File: config.mk
export PLATFORM = sky130hd
export DESIGN_NAME = fixed_point_neuron_sigmoid_flat
export DESIGN_NICKNAME = d
export VERILOG_FILES = /design/src/sv/fpns_pkg.sv /design/src/sv/fpns_chan_if.sv /design/src/sv/fixed_point_neuron_sigmoid.sv /design/src/sv/fpns_dp.sv /design/src/sv/fpns_ctrl.sv /design/src/flat_wrapper.sv
export SDC_FILE = /design/constraint.sdc
export NUM_CORES = 1
export LEC_CHECK = 0
export BUFFER_PORTS_ARGS = -buffer_cell sky130_fd_sc_hd__buf_2
export CORE_AREA = 5 5 216 218
export DETAILED_ROUTE_END_ITERATION = 8
export DIE_AREA = 0 0 221 223
export HOLD_SLACK_MARGIN = 0.08
export PLACE_DENSITY = 0.73
export SETUP_SLACK_MARGIN = 0.05
export SYNTH_ARGS = -nofsm -noshare
export SYNTH_HDL_FRONTEND = slang
export SYNTH_SLANG_ARGS = --single-unit
File: constraint.sdc
create_clock -name clk -period 4.7 [get_ports clk]
set_input_delay 0.705 -clock clk [delete_from_list [all_inputs] [get_ports clk]]
set_output_delay 0.705 -clock clk [all_outputs]
set_load 0.005 [all_outputs]
File: src/sv/fpns_pkg.sv
// Package for the fixed-point neuron with rational sigmoid.
// Holds field widths, fixed-point constants, the controller state type and
// the command and status structs between controller and datapath. No dependencies.
`default_nettype none

package fpns_pkg;

	localparam int W_WEIGHT  = 14;
	localparam int W_ACT     = 16;
	localparam int W_BIAS    = 14;
	localparam int W_OUT     = 10;
	localparam int FRAC_BITS = 10;
	localparam int Q_ONE     = 1 << FRAC_BITS;
	localparam int PROD_W    = W_WEIGHT + W_ACT;
	localparam int TERM_W    = PROD_W - FRAC_BITS;
	// The quotient of the sigmoid division is always below one in Q10.
	localparam int Q_BITS    = FRAC_BITS;
	localparam int DIV_CNT_W = $clog2(Q_BITS);

	typedef enum logic [2:0] {
		ST_RUN,
		ST_BIAS,
		ST_LOAD,
		ST_DIV,
		ST_DONE
	} state_t;

	typedef struct packed {
		logic load_x;
		logic load_div;
		logic div_step;
		logic load_out;
	} dp_cmd_t;

	typedef struct packed {
		logic last_s1;
	} dp_stat_t;

endpackage

`default_nettype wire

File: src/sv/fpns_chan_if.sv
// Valid/ready channel interfaces for the neuron block: term input and result output.
// Depends on fpns_pkg for the field widths.
`default_nettype none

interface fpns_in_if;
	import fpns_pkg::*;

	logic                        valid;
	logic                        ready;
	logic signed [W_WEIGHT-1:0]  weight;
	logic signed [W_ACT-1:0]     activation;
	logic signed [W_BIAS-1:0]    bias;
	logic                        last;

	modport source (output valid, output weight, output activation, output bias,
		output last, input ready);
	modport sink (input valid, input weight, input activation, input bias,
		input last, output ready);
endinterface

interface fpns_out_if;
	import fpns_pkg::*;

	logic               valid;
	logic               ready;
	logic [W_OUT-1:0]   activation_out;

	modport source (output valid, output activation_out, input ready);
	modport sink (input valid, input activation_out, output ready);
endinterface

`default_nettype wire

File: src/sv/fixed_point_neuron_sigmoid.sv
// Top level of the fixed-point neuron with rational sigmoid.
// Depends on fpns_pkg, fpns_chan_if, fpns_ctrl and fpns_dp.
//
//   port    dir  interface    content
//   feed    in   fpns_in_if   weight, activation, bias, last (one term per item)
//   result  out  fpns_out_if  activation_out (one per neuron, on the last term)
//
// Terms that are not last are taken one per cycle; the multiplier is registered
// and the accumulator adds its output in the next cycle. After a last term the
// block takes no item through the accumulate, bias add, divider load, ten steps of
// the restoring divider (one quotient bit per cycle) and the result register load.
// The result register lets terms of the next neuron flow while a result waits;
// a waiting result stalls only the next sigmoid. Reset clears the accumulator.
`default_nettype none

module fixed_point_neuron_sigmoid #(
	parameter int ACC_WIDTH = 27
) (
	input  logic       clk,
	input  logic       arst_n,
	fpns_in_if.sink    feed,
	fpns_out_if.source result
);
	import fpns_pkg::*;

	dp_cmd_t  cmd;
	dp_stat_t stat;
	logic     in_fire;

	assign in_fire = feed.valid & feed.ready;

	fpns_ctrl u_ctrl (
		.clk       (clk),
		.arst_n    (arst_n),
		.stat      (stat),
		.out_ready (result.ready),
		.in_ready  (feed.ready),
		.out_valid (result.valid),
		.cmd       (cmd)
	);

	fpns_dp #(
		.ACC_WIDTH (ACC_WIDTH)
	) u_dp (
		.clk            (clk),
		.arst_n         (arst_n),
		.in_fire        (in_fire),
		.weight         (feed.weight),
		.activation     (feed.activation),
		.bias           (feed.bias),
		.last           (feed.last),
		.cmd            (cmd),
		.stat           (stat),
		.activation_out (result.activation_out)
	);

	// A last term must reach the accumulator before anything else is taken.
	a_last_blocks_next: assert property (@(posedge clk) disable iff (!arst_n)
		(in_fire && feed.last) |=> !feed.ready)
		else $error("item taken right after a last term");

	// The result register never loads over a result that is still waiting.
	a_no_overwrite: assert property (@(posedge clk) disable iff (!arst_n)
		cmd.load_out |-> (!result.valid || result.ready))
		else $error("result register loaded while occupied");

	// Datapath commands are issued one at a time.
	a_cmd_onehot: assert property (@(posedge clk) disable iff (!arst_n)
		$onehot0({cmd.load_x, cmd.load_div, cmd.div_step, cmd.load_out}))
		else $error("more than one datapath command");

	// No new term is taken while the sigmoid is being computed.
	a_no_input_in_div: assert property (@(posedge clk) disable iff (!arst_n)
		(cmd.div_step || cmd.load_x || cmd.load_div) |-> !feed.ready)
		else $error("input ready during sigmoid");

endmodule

`default_nettype wire

File: src/sv/fpns_dp.sv
// Datapath of the neuron: product register, wrapping accumulator, bias add,
// restoring divider for the sigmoid and the result register. Depends on fpns_pkg.
`default_nettype none

module fpns_dp #(
	parameter int ACC_WIDTH = 27
) (
	input  logic                                 clk,
	input  logic                                 arst_n,
	input  logic                                 in_fire,
	input  logic signed [fpns_pkg::W_WEIGHT-1:0] weight,
	input  logic signed [fpns_pkg::W_ACT-1:0]    activation,
	input  logic signed [fpns_pkg::W_BIAS-1:0]   bias,
	input  logic                                 last,
	input  fpns_pkg::dp_cmd_t                    cmd,
	output fpns_pkg::dp_stat_t                   stat,
	output logic [fpns_pkg::W_OUT-1:0]           activation_out
);
	import fpns_pkg::*;

	// Bias sum and its magnitude fit one bit above the accumulator.
	localparam int DW = ACC_WIDTH + 1;

	logic                       valid_s1;
	logic                       last_s1;
	logic signed [PROD_W-1:0]   prod_s1;
	logic signed [W_BIAS-1:0]   bias_s1;

	logic [ACC_WIDTH-1:0]        acc_q;
	logic signed [ACC_WIDTH-1:0] sum_q;
	logic signed [W_BIAS-1:0]    bias_q;
	logic signed [DW-1:0]        x_q;
	logic                        neg_q;
	logic [DW-1:0]               rem_q;
	logic [DW-1:0]               den_q;
	logic [Q_BITS-1:0]           quo_q;
	logic [W_OUT-1:0]            act_q;

	logic signed [TERM_W-1:0]    term;
	logic                        round_up;
	logic [ACC_WIDTH-1:0]        acc_next;
	logic                        x_neg;
	logic [DW-1:0]               x_inv;
	logic [DW:0]                 rem_shift;
	logic [DW:0]                 rem_diff;
	logic                        quo_bit;
	logic [Q_BITS:0]             quo_signed;
	logic [Q_BITS:0]             sig_sum;

	always_ff @(posedge clk or negedge arst_n) begin
		if (!arst_n) begin
			valid_s1 <= 1'b0;
			last_s1  <= 1'b0;
		end else begin
			valid_s1 <= in_fire;
			last_s1  <= in_fire & last;
		end
	end

	always_ff @(posedge clk) begin
		if (in_fire) begin
			prod_s1 <= weight * activation;
			bias_s1 <= bias;
		end
	end

	// Division by 1024 toward zero: arithmetic shift, plus one for a negative
	// product with a nonzero fraction, folded in as the adder's carry.
	always_comb begin
		term     = prod_s1[PROD_W-1:FRAC_BITS];
		round_up = prod_s1[PROD_W-1] & (|prod_s1[FRAC_BITS-1:0]);
		acc_next = acc_q + ACC_WIDTH'(term) + ACC_WIDTH'(round_up);
	end

	always_ff @(posedge clk or negedge arst_n) begin
		if (!arst_n) begin
			acc_q <= '0;
		end else if (valid_s1) begin
			if (last_s1) begin
				acc_q <= '0;
			end else begin
				acc_q <= acc_next;
			end
		end
	end

	always_comb begin
		x_neg      = x_q[DW-1];
		x_inv      = x_neg ? ~x_q : x_q;
		rem_shift  = {rem_q, 1'b0};
		rem_diff   = rem_shift - {1'b0, den_q};
		quo_bit    = !rem_diff[DW];
		quo_signed = neg_q ? -{1'b0, quo_q} : {1'b0, quo_q};
		sig_sum    = quo_signed + (Q_BITS + 1)'(Q_ONE);
	end

	always_ff @(posedge clk) begin
		if (valid_s1 && last_s1) begin
			sum_q  <= acc_next;
			bias_q <= bias_s1;
		end
		if (cmd.load_x) begin
			x_q <= DW'(sum_q) + DW'(bias_q);
		end
		if (cmd.load_div) begin
			// Magnitude and divisor |x| + 1024 from one's complement plus carry.
			neg_q <= x_neg;
			rem_q <= x_inv + DW'(x_neg);
			den_q <= x_inv + (x_neg ? DW'(Q_ONE + 1) : DW'(Q_ONE));
			quo_q <= '0;
		end else if (cmd.div_step) begin
			rem_q <= quo_bit ? rem_diff[DW-1:0] : rem_shift[DW-1:0];
			quo_q <= {quo_q[Q_BITS-2:0], quo_bit};
		end
		if (cmd.load_out) begin
			act_q <= sig_sum[Q_BITS:1];
		end
	end

	assign stat.last_s1    = valid_s1 & last_s1;
	assign activation_out = act_q;

endmodule

`default_nettype wire

File: src/sv/fpns_ctrl.sv
// Controller of the neuron: state machine that sequences bias add, divider
// load and steps, and the result hand-off; owns both handshakes. Depends on fpns_pkg.
`default_nettype none

module fpns_ctrl (
	input  logic               clk,
	input  logic               arst_n,
	input  fpns_pkg::dp_stat_t stat,
	input  logic               out_ready,
	output logic               in_ready,
	output logic               out_valid,
	output fpns_pkg::dp_cmd_t  cmd
);
	import fpns_pkg::*;

	localparam logic [DIV_CNT_W-1:0] CNT_LAST = DIV_CNT_W'(Q_BITS - 1);

	state_t               state_q;
	state_t               state_next;
	logic [DIV_CNT_W-1:0] cnt_q;
	logic                 out_valid_q;

	always_ff @(posedge clk or negedge arst_n) begin
		if (!arst_n) begin
			state_q <= ST_RUN;
		end else begin
			state_q <= state_next;
		end
	end

	always_comb begin
		state_next = state_q;
		in_ready   = 1'b0;
		cmd        = '0;
		case (state_q)
			ST_RUN: begin
				// The last term is still in the product stage: hold new items off.
				in_ready = !stat.last_s1;
				if (stat.last_s1) begin
					state_next = ST_BIAS;
				end
			end
			ST_BIAS: begin
				cmd.load_x = 1'b1;
				state_next = ST_LOAD;
			end
			ST_LOAD: begin
				cmd.load_div = 1'b1;
				state_next   = ST_DIV;
			end
			ST_DIV: begin
				cmd.div_step = 1'b1;
				if (cnt_q == CNT_LAST) begin
					state_next = ST_DONE;
				end
			end
			ST_DONE: begin
				if (!out_valid_q || out_ready) begin
					cmd.load_out = 1'b1;
					state_next   = ST_RUN;
				end
			end
			default: begin
				state_next = ST_RUN;
			end
		endcase
	end

	always_ff @(posedge clk or negedge arst_n) begin
		if (!arst_n) begin
			cnt_q       <= '0;
			out_valid_q <= 1'b0;
		end else begin
			if (cmd.load_div) begin
				cnt_q <= '0;
			end else if (cmd.div_step) begin
				cnt_q <= cnt_q + 1'b1;
			end
			if (cmd.load_out) begin
				out_valid_q <= 1'b1;
			end else if (out_ready) begin
				out_valid_q <= 1'b0;
			end
		end
	end

	assign out_valid = out_valid_q;

endmodule

`default_nettype wire
File: src/flat_wrapper.sv
// flat-port wrapper written by rule: the top's interface ports become plain ports
module fixed_point_neuron_sigmoid_flat import fpns_pkg::*;
#(
	parameter int ACC_WIDTH = 27
)
  (clk, arst_n, feed_valid, feed_weight, feed_activation, feed_bias, feed_last, feed_ready, result_valid, result_activation_out, result_ready);
  fpns_in_if feed_i ();
  fpns_out_if result_i ();
  input  logic clk;
  input  logic arst_n;
  input wire logic [$bits(feed_i.valid)-1:0] feed_valid;
  input wire logic [$bits(feed_i.weight)-1:0] feed_weight;
  input wire logic [$bits(feed_i.activation)-1:0] feed_activation;
  input wire logic [$bits(feed_i.bias)-1:0] feed_bias;
  input wire logic [$bits(feed_i.last)-1:0] feed_last;
  output wire logic [$bits(feed_i.ready)-1:0] feed_ready;
  output wire logic [$bits(result_i.valid)-1:0] result_valid;
  output wire logic [$bits(result_i.activation_out)-1:0] result_activation_out;
  input wire logic [$bits(result_i.ready)-1:0] result_ready;
  assign feed_i.valid = feed_valid;
  assign feed_i.weight = feed_weight;
  assign feed_i.activation = feed_activation;
  assign feed_i.bias = feed_bias;
  assign feed_i.last = feed_last;
  assign feed_ready = feed_i.ready;
  assign result_valid = result_i.valid;
  assign result_activation_out = result_i.activation_out;
  assign result_i.ready = result_ready;
  fixed_point_neuron_sigmoid #(.ACC_WIDTH(ACC_WIDTH)) u_core (.clk(clk), .arst_n(arst_n), .feed(feed_i), .result(result_i));
endmodule
; ---- Word level (Yosys, flattened, before mapping)
; Cells that the tools add are included.
[word_totals]
reg_bits = 227
output_inout_bits = 12
[op_classes]
n_addsub = 9
multipliers = 1
eq_ne = 8
mux = 21
bitwise = 5
reduce_logical = 10
[ops]
columns = cell, n
row1 = $mux W28, 4
row2 = $mul A14 B16 Y30, 1
row3 = $sub A29 B28 Y29, 1
row4 = $add A27 B14 Y28, 1
row5 = $add A28 B1 Y28, 1
row6 = $add A28 B11 Y28, 1
row7 = $not A28 Y28, 1
row8 = $add A27 B1 Y27, 1
row9 = $add A27 B27 Y27, 1
row10 = $mux W27, 1
row11 = $pmux W3 S5, 1
row12 = $add A11 B11 Y11 const B, 1
row13 = $mux W11, 1
row14 = $neg A10 Y11, 1
row15 = $reduce_or A10 Y1, 1
row16 = $mux W1, 9
row17 = $mux W3, 3
row18 = $mux W4, 2
row19 = $eq A3 B2 Y1 const B, 2
row20 = $ne A2 B2 Y1 const B, 3
row21 = $add A4 B1 Y4 const B, 1
row22 = $and A1 B1 Y1, 4
row23 = $eq A4 B4 Y1 const B, 1
row24 = $reduce_bool A2 Y1, 2
row25 = 7 further kinds, 9

; ---- Logic depth before layout (Yosys ltp)
; Gate-level depths: netlist of the first run.
[depth]
depth_word = 5
mapped_depth = 24
ltp_nobuf = 23

; ---- Hierarchy
; A second synthesis of the first run with hierarchy kept.
[hier_totals]
hier_cells = 2215
area_unflattened_um2 = 22023.6
[by_module_without_submodules]
columns = mod, instances, cells_each, area_each_um2, seq_area_each_um2
row1 = fpns_dp, 1, 2168, 21589.5, 6331.1
row2 = fpns_ctrl, 1, 46, 427.9, 200.2
row3 = fixed_point_neuron_sigmoid, 1, 1, 6.3, 0.0

; ---- Worst setup path before layout of the first run
; OpenSTA, ideal clock, no wires.
[synth_path]
path_kind = input -> register
start = in feed_activation[5]
end = reg u_core.u_dp.prod_s1[26] (data pin)
setup_time_ps = 259
t_arrival_ps = 6322
path_slack_ps = -1881
cell_stages = 22
path_buffers = 1
path_cell_list = clkbuf_1 and2_1 fa_1 inv_1 fa_1 inv_1 fa_1 inv_1 fa_1 inv_1 fa_1 inv_1 fa_1 inv_1 ha_1 a2111o_1 a211o_1 a311o_1 a21o_1 a21o_1 a21oi_1 xnor2_1
[synth_via]
elab_chain_cells = 1
[synth_lines]
columns = element, line
row1 = "start, declared", flat_wrapper.sv:13  ; input wire logic [$bits(feed_i.activation)-1:0] feed_activation;
row2 = $mul A14 B16 Y30, fpns_dp.sv:62  ; prod_s1 <= weight * activation;
row3 = "end signal, assigned", fpns_dp.sv:62
row4 = "end, declared", fpns_dp.sv:26  ; logic signed [PROD_W-1:0] prod_s1;
; Every way passes these cells.
; A chain may end at the register's enable or synchronous reset.

; ---- Worst setup path in the final report of the first run
[layout_path]
start = in feed_weight[9]
end = reg u_core.u_dp.prod_s1[26] (data pin)
[layout_via]
elab_chain_cells = 1
[layout_lines]
columns = element, line
row1 = "start, declared", flat_wrapper.sv:12  ; input wire logic [$bits(feed_i.weight)-1:0] feed_weight;
row2 = $mul A14 B16 Y30, fpns_dp.sv:62
; Every way passes these cells.

==> flow_summary.toml, run 1 <==
[synth]
synth-main-ff-cell = "edfxtp_1"
synth_edf_count = 180
netlist_area_um2 = 21940
synth-seq-cells = 227
synth_nets = 2631
ys_async_sr_fraction = 0.1630
synth_area_leaders = "edfxtp_1 25%, fa_1 20%, ha_1 8.8%"
synth_top_area_frac = 0.2464
synth_area_leader_cell = "edfxtp_1"
avgSynthCellArea_um2 = 9.955
synthDistinctLibCells = 84
syn_inst = 2204
seq_area_frac_synth = 0.2977
yosys_warnings = 0

[setup_path]
r2r-end = "u_core.u_dp.acc_q[26]$_DFFE_PN0P_"
r2r-start = "u_core.u_dp.prod_s1[7]$_DFFE_PP_"
start_kind = "primary input"
required_ps = 4960
path_max_fanout = 7
rr_worst_depth = 14
critPathBufInv = 5
worstSetupPathDepth = 22
max_stage_delay_ps = 510
cp_data_arrival_time_ps = 6170
crit_chain = "buf_4, and2_1, fa_1, inv_1, fa_2, inv_1, fa_1, fa_1, fa_1, inv_2, fa_1, inv_2, ha_4, nor3_4, nand2_1, or3_1, a211o_1, a311o_1, a21o_1, a21o_1, a21oi_2, xnor2_1"
crit_slowest_cell = "fa_2"
end_kind = "flip-flop"
cp_top_family = "adder cells"
critical_path_class = "primary input to flip-flop"
crit_start = "feed_weight[9]"
crit_top_cell = "fa_1"
cp-endpoint = "u_core.u_dp.prod_s1[26]$_DFFE_PP_"
rrSetupSlack_ps = 340

[clock_tree]
cts_tree = "built"
clk_path_buf_depth = 3
cts_root_buffer = "clkbuf_16"
clkTransAtPathRegs_ps = 60
clk_latency_ps = 510
clock_sinks = 227
cts_inserted_buffers = 22
ctsHtreeMaxLevel = 1
ctsHoldBuffers = 0

[detailed_routing]
drc = 0
ant_nets = 0
drt_iter0_drc = 599
drt_wl_total_mm = 47.35
route.vias.total = 15872
wl_per_cell_um = 15.76
via_per_inst = 5.284
first_pass_iters = 5

[layout]
area_growth_pct = 16.94
layout.nets = 2815
fillers = 3764
multi_input_area_um2 = 14490
final_common_cell = "inv_1"
seqCellArea_um2 = 6531
final_cell_mix = "305 x inv_1, 211 x fa_1, 193 x nand2_1"
drive_above_1_share = 0.1726
antenna_cells = 0

[timing]
maxSlewHeadroom = 0.1990
worstMarginPinSlew_ps = 1200
setup_viol_count_final = 21
setup_tns_ps = -15890
min_period_ps = 5917
fmax_mhz = 169.0
period_share = 1.259
finClkSkew_ps = 17.09
final_max_slew_viol_count = 0
fin_ws_ps = -1217
rsz0062_at_grt = "true"
hold_viol = 0

[floorplan]
start_util = 0.4908
rows = 78
die_height_um = 223
ios = 61
dieArea_um2 = 49280
die_w_um = 221
core_area_um2 = 44700

[worst_hold_path]
worstHoldPathType = "primary input to async pin"

[global_route]
grt_pass1_wl_mm = 79.49
grt.total_usage = 0.1884
grt_overflow = 0
grt_pass1_vias = 16902
antenna_found_initial = 0
grt_start_max_net_pins = 46

[run_status]
status = "finished with violations"
violations = "negative setup slack"

[flow_run]
max-cap-violations = 0

[placed_design]
portBuffers = 60
place.gp.congestion = 0.8786
dpl.hpwl_mm = 37.39
-- flip-flops by register name (all words and copies together) (netlist names) --
signal / flops
u_core.u_ctrl.cnt_q: 4
u_core.u_ctrl.out_valid: 1
u_core.u_ctrl.state_q: 3
u_core.u_dp.acc_q: 27
u_core.u_dp.activation_out: 10
u_core.u_dp.bias_q: 14
u_core.u_dp.bias_s1: 14
u_core.u_dp.den_q: 28
u_core.u_dp.last_s1: 1
u_core.u_dp.neg_q: 1
u_core.u_dp.prod_s1: 30
u_core.u_dp.quo_q: 10
u_core.u_dp.rem_q: 28
u_core.u_dp.sum_q: 27
u_core.u_dp.valid_s1: 1
u_core.u_dp.x_q: 28
-- kinds of logic (layout without fill, tap and decap cells) --
group	count (synthesis)	count (layout)	share of synthesized area
buffers and inverters	402	602	0.06963
AOI/OAI and AO/OA	403	403	0.1220
DFF	227	227	0.2977
muxes	36	36	0.01665
xor gates and xnor gates	164	164	0.06581
and+or+nand+nor	594	594	0.1363
adders and majority gates	378	378	0.2919
-- cells in the mapped netlist, types with 21 or more instances --
| master | instances |
|---|---|
| nand2b_1 | 27 |
| nor2_1 | 100 |
| xnor2_1 | 112 |
| edfxtp_1 | 180 |
| nand3_1 | 26 |
| nand2_1 | 198 |
| xor2_1 | 51 |
| clkbuf_1 | 62 |
| a22o_1 | 27 |
| a21oi_1 | 90 |
| ha_1 | 155 |
| fa_1 | 223 |
| o21a_1 | 21 |
| nor3_1 | 28 |
| a21o_1 | 44 |
| mux2i_1 | 32 |
| inv_1 | 329 |
| o21ai_0 | 93 |
| and2_1 | 127 |
| dfrtp_1 | 37 |
-- worst min path at each step --
stage	startpoint	slack [ps]	end	cells after the start
final	arst_n	330	u_core.u_dp.acc_q[24]$_DFFE_PN0P_	1
after global placement	u_core.u_dp.bias_s1[13]$_DFFE_PP_	410	u_core.u_dp.bias_q[13]$_DFFE_PP_	0
after CTS	feed_bias[2]	350	u_core.u_dp.bias_s1[2]$_DFFE_PP_	1
after detailed placement	u_core.u_dp.bias_s1[13]$_DFFE_PP_	400	u_core.u_dp.bias_q[13]$_DFFE_PP_	0
after global routing	feed_bias[2]	360	u_core.u_dp.bias_s1[2]$_DFFE_PP_	1
after floorplan	u_core.u_dp.bias_s1[0]$_DFFE_PP_	400	u_core.u_dp.bias_q[0]$_DFFE_PP_	0
-- per-layer routing --
layer	up-vias	share of wire	track usage
li1	7747	-	-
met1	7769	0.42	0.2228
met2	283	0.54	0.3704
met3	73	0.025	0.01276
met4	0	0.020	0.04702
met5	-	0	0
-- layout make-up --
class | instances | area share
Sequential cell | 227 | 0.2546
Inverter | 330 | 0.04838
Clock inverter | 14 | 0.006193
Clock buffer | 26 | 0.02243
Timing Repair Buffer | 232 | 0.07437
Tap cell | 600 | 0.02926
Multi-Input combinational cell | 1575 | 0.5648
-- what timing repair did --
action | 4_1_cts | 5_1_grt
hold endpoints to repair | 0 | 0
endpoints found under the setup margin | 21 | 21
pin swaps | 93 | 55
gates resized for setup | 113 | 66
setup buffers | 31 | 18
cloned | 2 | 1
-- metrics by stage --
stage / hold slack, ps / area (µm²) / worst slack (ps) / util / cells
2_1_floorplan: 400.3 / 22230 / -1452 / - / 2204
3_3_place_gp: 406.3 / 23940 / -1703 / 0.5356 / 2932
3_5_place_dp: 404.5 / 23940 / -1775 / 0.5356 / 2932
4_1_cts: 353.0 / 25400 / -1142 / 0.5683 / 3004
5_1_grt: 355.5 / 25660 / -1360 / 0.5740 / 3004
6_report: 326.8 / 25660 / -1217 / 0.5740 / 3004
Power of run 1 is not shown: default switching activity piles up to over one toggle a cycle in this logic, so the estimate is an artifact.
==> run 2, diff against run 1 <==
Settings changed: CTS_BUF_LIST set to sky130_fd_sc_hd__clkbuf_8.
Clock period 4.7 ns to 6 ns, I/O delays scaled along.
==> run 2 against run 1 <==
Effect of this change:
- the run still ends with negative setup slack left
- clock skew is 7.8 ps higher
- die area unchanged
- non-clock buffer count decreased by 30
- critical path type unchanged
==> flow_summary.toml, run 2 (synthesis gave the netlist of run 1 again) <==
[detailed_routing]
routed-wl-met3_mm = 1.387
ant_nets = 0
wl_per_cell_um = 15.10
drt_iter0_drc = 774
via_per_inst = 5.256
wl_met2_mm = 23.05
first_pass_iters = 6
met1_length_mm = 19.41
drc = 0
drt_wl_total_mm = 45.20
route.vias.total = 15732
top_layer = "met4"

[global_route]
grt_overflow = 0
grt_pass1_wl_mm = 76.42
grt_pass1_vias = 16613
grt.total_usage = 0.1798
antenna_found_initial = 1
grt_start_max_net_pins = 81

[timing]
setup_tns_ps = -138.1
min_period_ps = 6107
period_share = 1.018
maxSlewHeadroom = 0.1600
rsz0062_at_grt = "true"
finClkSkew_ps = 24.93
worstMarginPinSlew_ps = 1260
hold_viol = 0
fmax_mhz = 163.7
setup_viol_count_final = 3
final_max_slew_viol_count = 0
fin_ws_ps = -107.2

[floorplan]
die_w_um = 221
start_util = 0.4908
core_area_um2 = 44700
rows = 78
ios = 61
dieArea_um2 = 49280
die_height_um = 223

[run_status]
status = "finished with violations"
violations = "negative setup slack"

[clock_tree]
clk_latency_ps = 520
clock_sinks = 227
cts_root_buffer = "clkbuf_8"
ctsHtreeMaxLevel = 2
clk_path_buf_depth = 3
cts_inserted_buffers = 35
clkTransAtPathRegs_ps = 60
cts_tree = "built"

[setup_path]
start_kind = "primary input"
path_max_fanout = 8
crit_top_cell = "fa_1"
crit_chain = "buf_4, and2_4, fa_1, inv_1, fa_1, inv_1, fa_1, fa_2, fa_1, inv_1, fa_1, inv_1, ha_4, o21ai_0, a22oi_1, a211oi_1, nor2_1, a311o_1, a21o_1, a21o_1, a21oi_2, xnor2_1"
max_stage_delay_ps = 540
critical_path_class = "primary input to flip-flop"
crit_slowest_cell = "fa_1"
cp_top_family = "adder cells"
critPathBufInv = 5
cp_data_arrival_time_ps = 6380
end_kind = "flip-flop"
required_ps = 6270

[layout]
layout.nets = 2798
fillers = 3840
final_common_cell = "inv_1"
drive_above_1_share = 0.1501
largest-register = "u_core.u_dp.prod_s1"
final_cell_mix = "317 x inv_1, 218 x fa_1, 193 x nand2_1"
area_growth_pct = 13.61
largest_register_ffs = 30

[worst_hold_path]
worstHoldPathType = "flip-flop to flip-flop"

[placed_design]
dpl.hpwl_mm = 36.06
place.gp.congestion = 0.9336
portBuffers = 60

[flow_run]
max-cap-violations = 0
run 2: cell types whose count changed in the layout (fill, tap and decap cells not counted), moves of 7 or more:
cell / previous run / this run
ha_1: 134 / 143
inv_1: 305 / 317
clkbuf_8: 1 / 39
buf_6: 39 / 12
ha_4: 20 / 12
fa_1: 211 / 218
clkbuf_16: 23 / 1
fa_2: 12 / 5
run 2: timing repair:
item                       CTS  global route
hold buffers                 0             0
setup endpoints to repair    7            10
gates resized for setup     28            85
cloned                       0             1
pin swaps                   16            49
buffers inserted             5             5
run 2: path summary, 6_finish.rpt:
check / endpoint / cells after the start / from / slack (ps)
max in group asynchronous: u_core.u_ctrl.cnt_q[3]$_DFFE_PN0N_ / 1 / arst_n / 4910
setup / recovery: u_core.u_dp.prod_s1[26]$_DFFE_PP_ / 22 / feed_activation[8] / -110
setup reg to reg: u_core.u_dp.acc_q[26]$_DFFE_PN0P_ / 14 / u_core.u_dp.prod_s1[7]$_DFFE_PP_ / 1560
hold / removal: u_core.u_dp.bias_q[7]$_DFFE_PP_ / 0 / u_core.u_dp.bias_s1[7]$_DFFE_PP_ / 410
min in group asynchronous: u_core.u_dp.acc_q[26]$_DFFE_PN0P_ / 1 / arst_n / 490
hold reg to reg: u_core.u_dp.bias_q[7]$_DFFE_PP_ / 0 / u_core.u_dp.bias_s1[7]$_DFFE_PP_ / 410
run 2: metrics by stage:
stage                       util  setup WS, ps  cell area, µm²  instances  hold slack [ps]
after CTS                 0.5499        -3.721           24580       2986            409.6
after global routing      0.5576        -366.3           24930       2993            436.3
after global placement    0.5326        -630.6           23800       2923            406.5
after floorplan                -        -346.7           22140       2204            400.3
final                     0.5576        -107.2           24930       2993            408.7
after detailed placement  0.5326        -709.5           23800       2923            406.2
run 2: cell type report:
cell class | instances | area (µm²) | share of cell area
Multi-Input combinational cell | 1575 | 14240 | 0.5714
Sequential cell | 227 | 6531 | 0.2620
Timing Repair Buffer | 202 | 1509 | 0.06054
Inverter | 330 | 1241 | 0.04980
Tap cell | 600 | 750.7 | 0.03012
Clock buffer | 39 | 536.8 | 0.02154
Clock inverter | 19 | 111.4 | 0.004468
Antenna cell | 1 | 2.502 | 0.0001004
run 2: per-layer routing:
layer / track usage / vias to the layer above
li1: - / 7711
met1: 0.2242 / 7607
met2: 0.3275 / 318
met3: 0.01803 / 96
met4: 0.06122 / 0
met5: 0 / -
Power of run 2 is left out for the same reason.
==> run 3, diff against run 2 <==
Clock period 6 ns to 7.3 ns, I/O delays scaled along.
==> run 3 against run 2 <==
Effect of this change:
- the flow now finishes without violations
- sequential share of layout area grew 1.3 points
- cell count shrank 3.4%
- clock skew shrank 6.7 ps
- critical path depth grew 1
- count of clock-buffer cells in the layout grew 1
- first-iteration DRC count shrank 23%
- global-route usage shrank 0.073 points
- worst hold slack gained 11 ps
- via count shrank 3.3%
- sequential cell count is the same
- critical path type unchanged
- highest routed layer unchanged
==> flow_summary.toml, run 3 (synthesis gave the netlist of run 1 again) <==
[floorplan]
die_w_um = 221
die_height_um = 223
dieArea_um2 = 49280
rows = 78
start_util = 0.4908
core_area_um2 = 44700
ios = 61

[placed_design]
pre_cts_slack_ps = -22.89
dpl.hpwl_mm = 35.78
portBuffers = 60
dp.cells = 2826
place.gp.congestion = 0.8777

[layout]
drive_above_1_share = 0.07907
largest-register = "u_core.u_dp.prod_s1"
fillers = 3986
fin_util = 0.5312
final_common_cell = "inv_1"
area_growth_pct = 8.218
layout.nets = 2690
stdcell_count = 2890
final_cell_mix = "335 x inv_1, 223 x fa_1, 198 x nand2_1"
largest_register_ffs = 30

[setup_path]
start_kind = "primary input"
path_max_fanout = 9
critical_path_class = "primary input to flip-flop"
max_stage_delay_ps = 550
required_ps = 7570
crit_slowest_cell = "fa_1"
crit_top_cell = "fa_1"
cp_data_arrival_time_ps = 7040
cp_top_family = "adder cells"
crit_chain = "buf_2, buf_4, and2_1, fa_1, inv_1, fa_1, inv_1, fa_1, fa_1, fa_1, inv_1, fa_1, inv_1, ha_1, nor3_1, nand2_1, or3_1, a211o_1, a311o_1, a21o_1, a21o_1, a21oi_1, xnor2_1"
end_kind = "flip-flop"
critPathBufInv = 6

[detailed_routing]
route.vias.total = 15207
via_per_inst = 5.262
drt_iter0_drc = 593
first_pass_iters = 6
ant_nets = 0
drc = 0
wl_per_cell_um = 15.22
drt_wl_total_mm = 43.99

[flow_run]
max-cap-violations = 0

[timing]
min_period_ps = 6768
worstMarginPinSlew_ps = 1134
fmax_mhz = 147.8
hold_viol = 0
maxSlewHeadroom = 0.2429
rsz0062_at_grt = "false"
finClkSkew_ps = 18.24
fin_ws_ps = 532.3
final_max_slew_viol_count = 0
period_share = 0.9271
setup_viol_count_final = 0

[clock_tree]
ctsHoldBuffers = 0
cts_root_buffer = "clkbuf_8"
clkTransAtPathRegs_ps = 60
cts_tree = "built"
post_cts_resized = 0
clk_path_buf_depth = 3
cts_inserted_buffers = 35
post-cts-setup-buffer-count = 0
clock_sinks = 227
ctsHtreeMaxLevel = 2
clk_latency_ps = 530

[global_route]
grt_pass1_vias = 15948
grt_pass1_wl_mm = 75.30
grt_start_max_net_pins = 61
grt.total_usage = 0.1790
antenna_found_initial = 3
grt_overflow = 0

[worst_hold_path]
worstHoldPathType = "flip-flop to flip-flop"

[pwr]
ir_drop_uv = 496.0
cellPowerDensity_nw_per_um2 = 503.6
total_power_uw = 11960
power.leakage_uw = 0.01068

[run_status]
status = "completed"
-- run 3: cell count changes in the layout (fill, tap and decap cells not counted), sizes merged --
| cell | change |
|---|---|
| buf | -106 |
| bufinv | +2 |
| inv | +2 |
| clkbuf | -1 |
| clkinv | -1 |
| clkinvlp | +1 |
-- run 3: cell type report --
cell class	count	area, µm²	area share
clock buffers	40	550.5	0.02319
diodes	1	2.502	0.0001054
inverters	330	1239	0.05217
multi-input cells	1575	13910	0.5857
clock inverters	23	195.2	0.008221
flip-flops and latches	227	6531	0.2751
well taps	600	750.7	0.03162
repair buffers	94	568.0	0.02392
-- run 3: per-stage QoR --
| step | hold WS, ps | cell area [µm²] | TNS (ps) |
|---|---|---|---|
| detailed placement | 405.4 | 22990 | -22.89 |
| global placement | 406.6 | 22990 | 0 |
| floorplan | 400.3 | 21940 | 0 |
| global route | 426.1 | 23740 | 0 |
| finish | 419.6 | 23740 | 0 |
| CTS | 422.7 | 23740 | 0 |
-- run 3: final timing paths --
path,from,endpoint,slack (ps),cells after the start
hold / removal,u_core.u_dp.bias_s1[11]$_DFFE_PP_,u_core.u_dp.bias_q[11]$_DFFE_PP_,420,0
setup / recovery,feed_weight[4],u_core.u_dp.prod_s1[26]$_DFFE_PP_,530,23
setup reg to reg,u_core.u_dp.prod_s1[7]$_DFFE_PP_,u_core.u_dp.sum_q[26]$_DFFE_PP_,2840,13
min in group asynchronous,arst_n,u_core.u_dp.acc_q[24]$_DFFE_PN0P_,690,1
hold reg to reg,u_core.u_dp.bias_s1[11]$_DFFE_PP_,u_core.u_dp.bias_q[11]$_DFFE_PP_,420,0
max in group asynchronous,arst_n,u_core.u_dp.valid_s1$_DFF_PN0_,6050,1
-- run 3: where the power goes --
| part | leakage [µW] | switching [µW] | total [µW] | internal [µW] |
|---|---|---|---|---|
| Clock | 0.000407 | 494 | 1110 | 617 |
| Combinational | 0.00806 | 4590 | 8400 | 3800 |
| Sequential | 0.00221 | 242 | 2450 | 2210 |
-- run 3: per-layer routing --
layer | part of all wire | global-route usage | wire length [µm] | vias up
li1 | - | - | - | 7492
met1 | 0.44 | 0.2269 | 19400 | 7339
met2 | 0.50 | 0.3203 | 21880 | 300
met3 | 0.036 | 0.02316 | 1566 | 76
met4 | 0.026 | 0.05642 | 1151 | 0
met5 | 0 | 0 | 0 | -
No activity file was read; power rests on OpenSTA's default activity.
